===== src/design/tlc_pkg.sv =====
// Shared types, codes and default sizes of the TTL lookup cache.
package tlc_pkg;

	localparam int TLC_ENTRIES   = 64;
	localparam int TLC_KEY_BITS  = 64;
	localparam int TLC_TIME_BITS = 48;

	localparam logic [31:0] TLC_TTL_RESET = 32'd60000;
	localparam logic [6:0]  TLC_PURGE_MAX = 7'd127;

	typedef enum logic [1:0] {
		ACT_LOOKUP = 2'd0,
		ACT_SET    = 2'd1,
		ACT_READ   = 2'd2,
		ACT_SWEEP  = 2'd3
	} tlc_action_t;

	typedef enum logic [2:0] {
		STS_MISS      = 3'd0,
		STS_PENDING   = 3'd1,
		STS_READY     = 3'd2,
		STS_NOT_FOUND = 3'd3,
		STS_FULL      = 3'd4,
		STS_DONE      = 3'd5
	} tlc_status_t;

	typedef enum logic [2:0] {
		ST_CLEAR,
		ST_IDLE,
		ST_SCAN,
		ST_WAIT,
		ST_DECIDE
	} tlc_state_t;

	typedef struct packed {
		logic [1:0]  action;
		logic [63:0] key;
		logic [47:0] now_ms;
		logic [31:0] response_handle;
	} tlc_req_t;

	typedef struct packed {
		logic [2:0]  status;
		logic [31:0] handle_out;
		logic [6:0]  purged_count;
	} tlc_rsp_t;

	typedef struct packed {
		logic load;
		logic scan;
		logic wipe;
		logic finish;
	} tlc_cmd_t;

	typedef struct packed {
		logic last;
	} tlc_sts_t;

endpackage


===== src/design/tlc_ctrl.sv =====
// Controller state machine that sequences clearing, table scans and result words.
module tlc_ctrl (
	input  logic            clk,
	input  logic            arst_n,
	input  logic            start,
	input  tlc_pkg::tlc_sts_t sts,
	output tlc_pkg::tlc_cmd_t cmd,
	output logic            busy
);
	import tlc_pkg::*;

	tlc_state_t state_q;
	tlc_state_t state_d;

	always_ff @(posedge clk or negedge arst_n) begin
		if (!arst_n) begin
			state_q <= ST_CLEAR;
		end else begin
			state_q <= state_d;
		end
	end

	always_comb begin
		state_d = state_q;
		cmd     = '0;
		busy    = 1'b1;
		unique case (state_q)
			ST_CLEAR: begin
				cmd.wipe = 1'b1;
				if (sts.last) begin
					state_d = ST_IDLE;
				end
			end
			ST_IDLE: begin
				busy = 1'b0;
				if (start) begin
					cmd.load = 1'b1;
					state_d  = ST_SCAN;
				end
			end
			ST_SCAN: begin
				cmd.scan = 1'b1;
				if (sts.last) begin
					state_d = ST_WAIT;
				end
			end
			ST_WAIT: begin
				state_d = ST_DECIDE;
			end
			ST_DECIDE: begin
				cmd.finish = 1'b1;
				state_d    = ST_IDLE;
			end
			default: begin
				state_d = ST_CLEAR;
			end
		endcase
	end

endmodule


===== config.mk =====
export PLATFORM = sky130hd
export DESIGN_NAME = tlc_ctrl
export DESIGN_NICKNAME = d
export VERILOG_FILES = /design/src/design/tlc_pkg.sv /design/src/design/tlc_ctrl.sv
export SDC_FILE = /design/constraint.sdc
export NUM_CORES = 1
export LEC_CHECK = 0
export BUFFER_PORTS_ARGS = -buffer_cell sky130_fd_sc_hd__buf_2
export CELL_PAD_IN_SITES_DETAIL_PLACEMENT = 0
export CELL_PAD_IN_SITES_GLOBAL_PLACEMENT = 1
export CORE_AREA = 2 2 39 41
export DETAILED_ROUTE_END_ITERATION = 10
export DIE_AREA = 0 0 41 43
export GPL_ROUTABILITY_DRIVEN = 0
export PLACE_DENSITY_LB_ADDON = 0.1
export REMOVE_ABC_BUFFERS = 1
export SLEW_MARGIN = 0
export SYNTH_ARGS = -nofsm -noshare
export SYNTH_HDL_FRONTEND = slang
export SYNTH_SLANG_ARGS = --single-unit

===== constraint.sdc =====
create_clock -name clk -period 1.55 [get_ports clk]
set_clock_uncertainty 0.2 [all_clocks]
set_input_delay 0.2325 -clock clk [delete_from_list [all_inputs] [get_ports clk]]
set_output_delay 0.2325 -clock clk [all_outputs]
set_load 0.03 [all_outputs]

==> PnR_summary.wiki <==
{| class="wikitable"
! Metric !! Value
|-
| Slowest cell on the critical path || dfrtp_1
|-
| Vias in the first global route || 174
|-
| Share of the yosys chip area belonging to registers || 45.80%
|-
| Total Die Area || 1763 sq um
|-
| CP endpoint kind || output pin
|-
| Relative area change from synthesis to final layout || 97.71%
|-
| Largest stage delay on the critical path || 0.41 ns
|-
| Combined area of the multi-input logic cells || 98.84 sq um
|-
| Yosys Warn Count || 0
|-
| Synth top area cells || dfrtp_1 (46%), nand3b_4 (12%), nor3b_1 (9.2%)
|-
| Final WS setup || 0.01255 ns
|-
| Cell family contributing the most delay on the critical path || flip-flops
|-
| Largest registers ranked by flip-flop count || state_q x3
|-
| Slew at the pin closest to its max-slew limit || 0.1731 ns
|-
| Min-Delay Path Class || input port to flop
|-
| Largest register by flop count || state_q
|-
| Total iterations of the first detailed-routing run || 2
|-
| Count of buffering cells on the critical path with inverters included || 2
|-
| Share of the synthesized area in the top cell type || 45.80%
|-
| Fraction of final layout cells sized beyond drive strength 1 || 66.67%
|-
| Max Root-Sink Buffers || 2
|-
| Clock tree from TritonCTS || done
|-
| Cells traversed along the worst timing path || inv_2 > nand3b_4 > nor2_4 > buf_6
|-
| Worst slew slack as a fraction of its limit || 88.46%
|-
| CTS Buf Count || 3
|-
| First-pass GRT wire length || 731 um
|-
| First DRT Iteration DRCs || 2
|-
| Post-detailed-route wirelength per cell || 10.24 um
|-
| Residual antenna-violating net count after detailed routing || 0
|-
| Post-detailed-route via-to-cell ratio || 3.755
|-
| Net total in the final layout || 38
|-
| # rows || 14
|-
| Root buf cell || clkbuf_4
|-
| Most common cell in the synthesized netlist || dfrtp_1
|-
| Startpoint type of the worst setup path || flop
|-
| Max-Cap Viols || 0
|-
| Number of H-tree branching levels || 1
|-
| Number of input and output port buffers inserted || 8
|-
| Worst slack after detailed placement || 0.1301 ns
|-
| Final setup violation count || 0
|-
| EDFF count, synth || 0
|-
| Vias || 184
|-
| Final design utilization || 23.42%
|-
| Run status || finished, final reports clean
|-
| Summed area of non-filler cells in the final layout || 324.1 sq um
|-
| Maximum number of pins on one net before global-route repair || 9
|-
| CP Max Fanout || 4
|-
| IO Pins || 9
|-
| Number of diodes || 0
|-
| Post-route setup TNS || 0 ns
|-
| Post-route DRC violation count || 0
|-
| Cell variety after synth || 11
|-
| Reg clk slew, reported paths || 0.04 ns
|-
| GR Util All Layers || 7.337%
|-
| Share of synthesized registers carrying an async set or reset || 100.0%
|-
| Area of the mapped netlist || 163.9 sq um
|-
| Mean post-synth cell area || 10.24 sq um
|-
| Routed WL || 502 um
|-
| Total clock sinks || 3
|-
| Flip-flop and latch count after synthesis || 3
|-
| Power density cells || 2241 nW/um^2
|-
| Dominant synthesized flop cell || dfrtp_1
|-
| Die height || 43 um
|-
| Number of flip-flops under the largest register name || 3
|-
| Signal arrival time at the worst endpoint || 1.10 ns
|-
| Post-synthesis cell count || 16
|-
| Initial Util || 11.84%
|-
| Insertion delay to the later sink of the worst-skew pair || 0.23 ns
|-
| Static leakage power || 0.0001514 uW
|-
| Largest vdd supply drop || 0.5074 mV
|-
| Cell type with the largest total area after synthesis || dfrtp_1
|-
| Required @ worst endpoint || 1.12 ns
|-
| Post-placement cell area || 224.0 sq um
|-
| Filler cells || 157
|-
| Core Box Area || 1384 sq um
|-
| Final count of hold timing violations || 0
|-
| Maximum clock frequency || 650.4 MHz
|-
| Die X || 41 um
|-
| FF/Latch Area || 77.57 sq um
|-
| Worst setup path category || flop to output pin
|-
| Post-layout min period || 1.537 ns
|-
| Unrepaired setup endpoints after global routing || true
|-
| Top cell types by occurrence after synthesis || dfrtp_1 (3), inv_1 (2), nor3_1 (2), nor3b_1 (2)
|-
| Remaining global-route overflow || 0
|-
| Initial antenna violation count || 0
|-
| Share of the clock period used by the worst path || 99.19%
|-
| Pins Over Slew Limit || 0
|-
| Estimated wirelength of the detail-placed design || 357.1 um
|}
-- cell families (layout without fill, tap and decap cells) --
| group | Yosys count | count (layout) | synth area share (%) |
|---|---|---|---|
| AOI/OAI and AO/OA | 2 | 2 | 6.870 |
| muxes | 1 | 1 | 6.107 |
| DFF | 3 | 3 | 45.80 |
| and+or+nand+nor | 8 | 8 | 36.64 |
| buffers and inverters | 2 | 19 | 4.582 |
-- path summary, 6_finish.rpt --
check	slack, ns	cells after the start	end	startpoint
min in group asynchronous	0.13	2	state_q[1]$_DFFE_PN0P_	arst_n
worst min register to register	0.30	1	state_q[1]$_DFFE_PN0P_	state_q[2]$_DFFE_PN0P_
worst max register to register	0.36	4	state_q[0]$_DFFE_PN0P_	state_q[1]$_DFFE_PN0P_
worst min-delay path	0.03	2	state_q[0]$_DFFE_PN0P_	start
max in group asynchronous	0.90	2	state_q[0]$_DFFE_PN0P_	arst_n
worst max-delay path	0.01	4	cmd[3]	state_q[1]$_DFFE_PN0P_
-- stage by stage --
step,instances,total power [uW],hold WS [ns]
after global placement,40,470.3,-0.1676
after global routing,49,784.6,0.03873
after CTS,48,682.2,0.02802
after detailed placement,40,472.8,-0.1679
after floorplan,16,379.6,-0.2631
final,49,726.2,0.03018
-- layer usage --
metal | wire, um | GRT usage [%]
met5 | 0 | 0
met4 | 0 | 4.000
met3 | 64 | 9.424
met2 | 234 | 8.438
met1 | 202 | 7.097
-- area by class of cell --
class	instances	share of cell area, %
multi-input combinational	11	30.50
tap	16	6.178
sequential	3	23.94
timing repair buffer	13	28.96
inverter	2	2.317
clock buffer	4	8.108
-- worst reg2reg max path, stage by stage (launching register included) --
cell     delay (ns)
dfrtp_1        0.41
inv_2          0.09
buf_4          0.14
mux2i_1        0.12
o22ai_1        0.10
-- what timing repair did --
action | CTS | global route
pin swaps | 0 | 1
endpoints found under the setup margin | 5 | 4
hold buffers | 1 | 0
resized for setup | 6 | 7
buffers inserted | 3 | 1
hold endpoints to repair | 3 | 0
-- cells in the final DEF, fill, tap and decap left out, drive strengths merged --
cell type / netlist / routed
buf: 0 / 12
clkbuf: 0 / 4
dfrtp: 3 / 3
inv: 2 / 2
nor3: 2 / 2
nor3b: 2 / 2
nand3b: 1 / 1
nor2: 1 / 1
nand3: 1 / 1
nand2b: 1 / 1
a21oi: 1 / 1
mux2i: 1 / 1
o22ai: 1 / 1
dlygate4sd3: 0 / 1
-- power breakdown --
part / switching (uW) / total (uW) / internal (uW) / leakage (uW)
clock: 42.3 / 139 / 96.6 / 0.0000150
combinational: 223 / 412 / 189 / 0.000101
sequential: 61.5 / 176 / 114 / 0.0000359
Power figures use the tool's default switching activity.
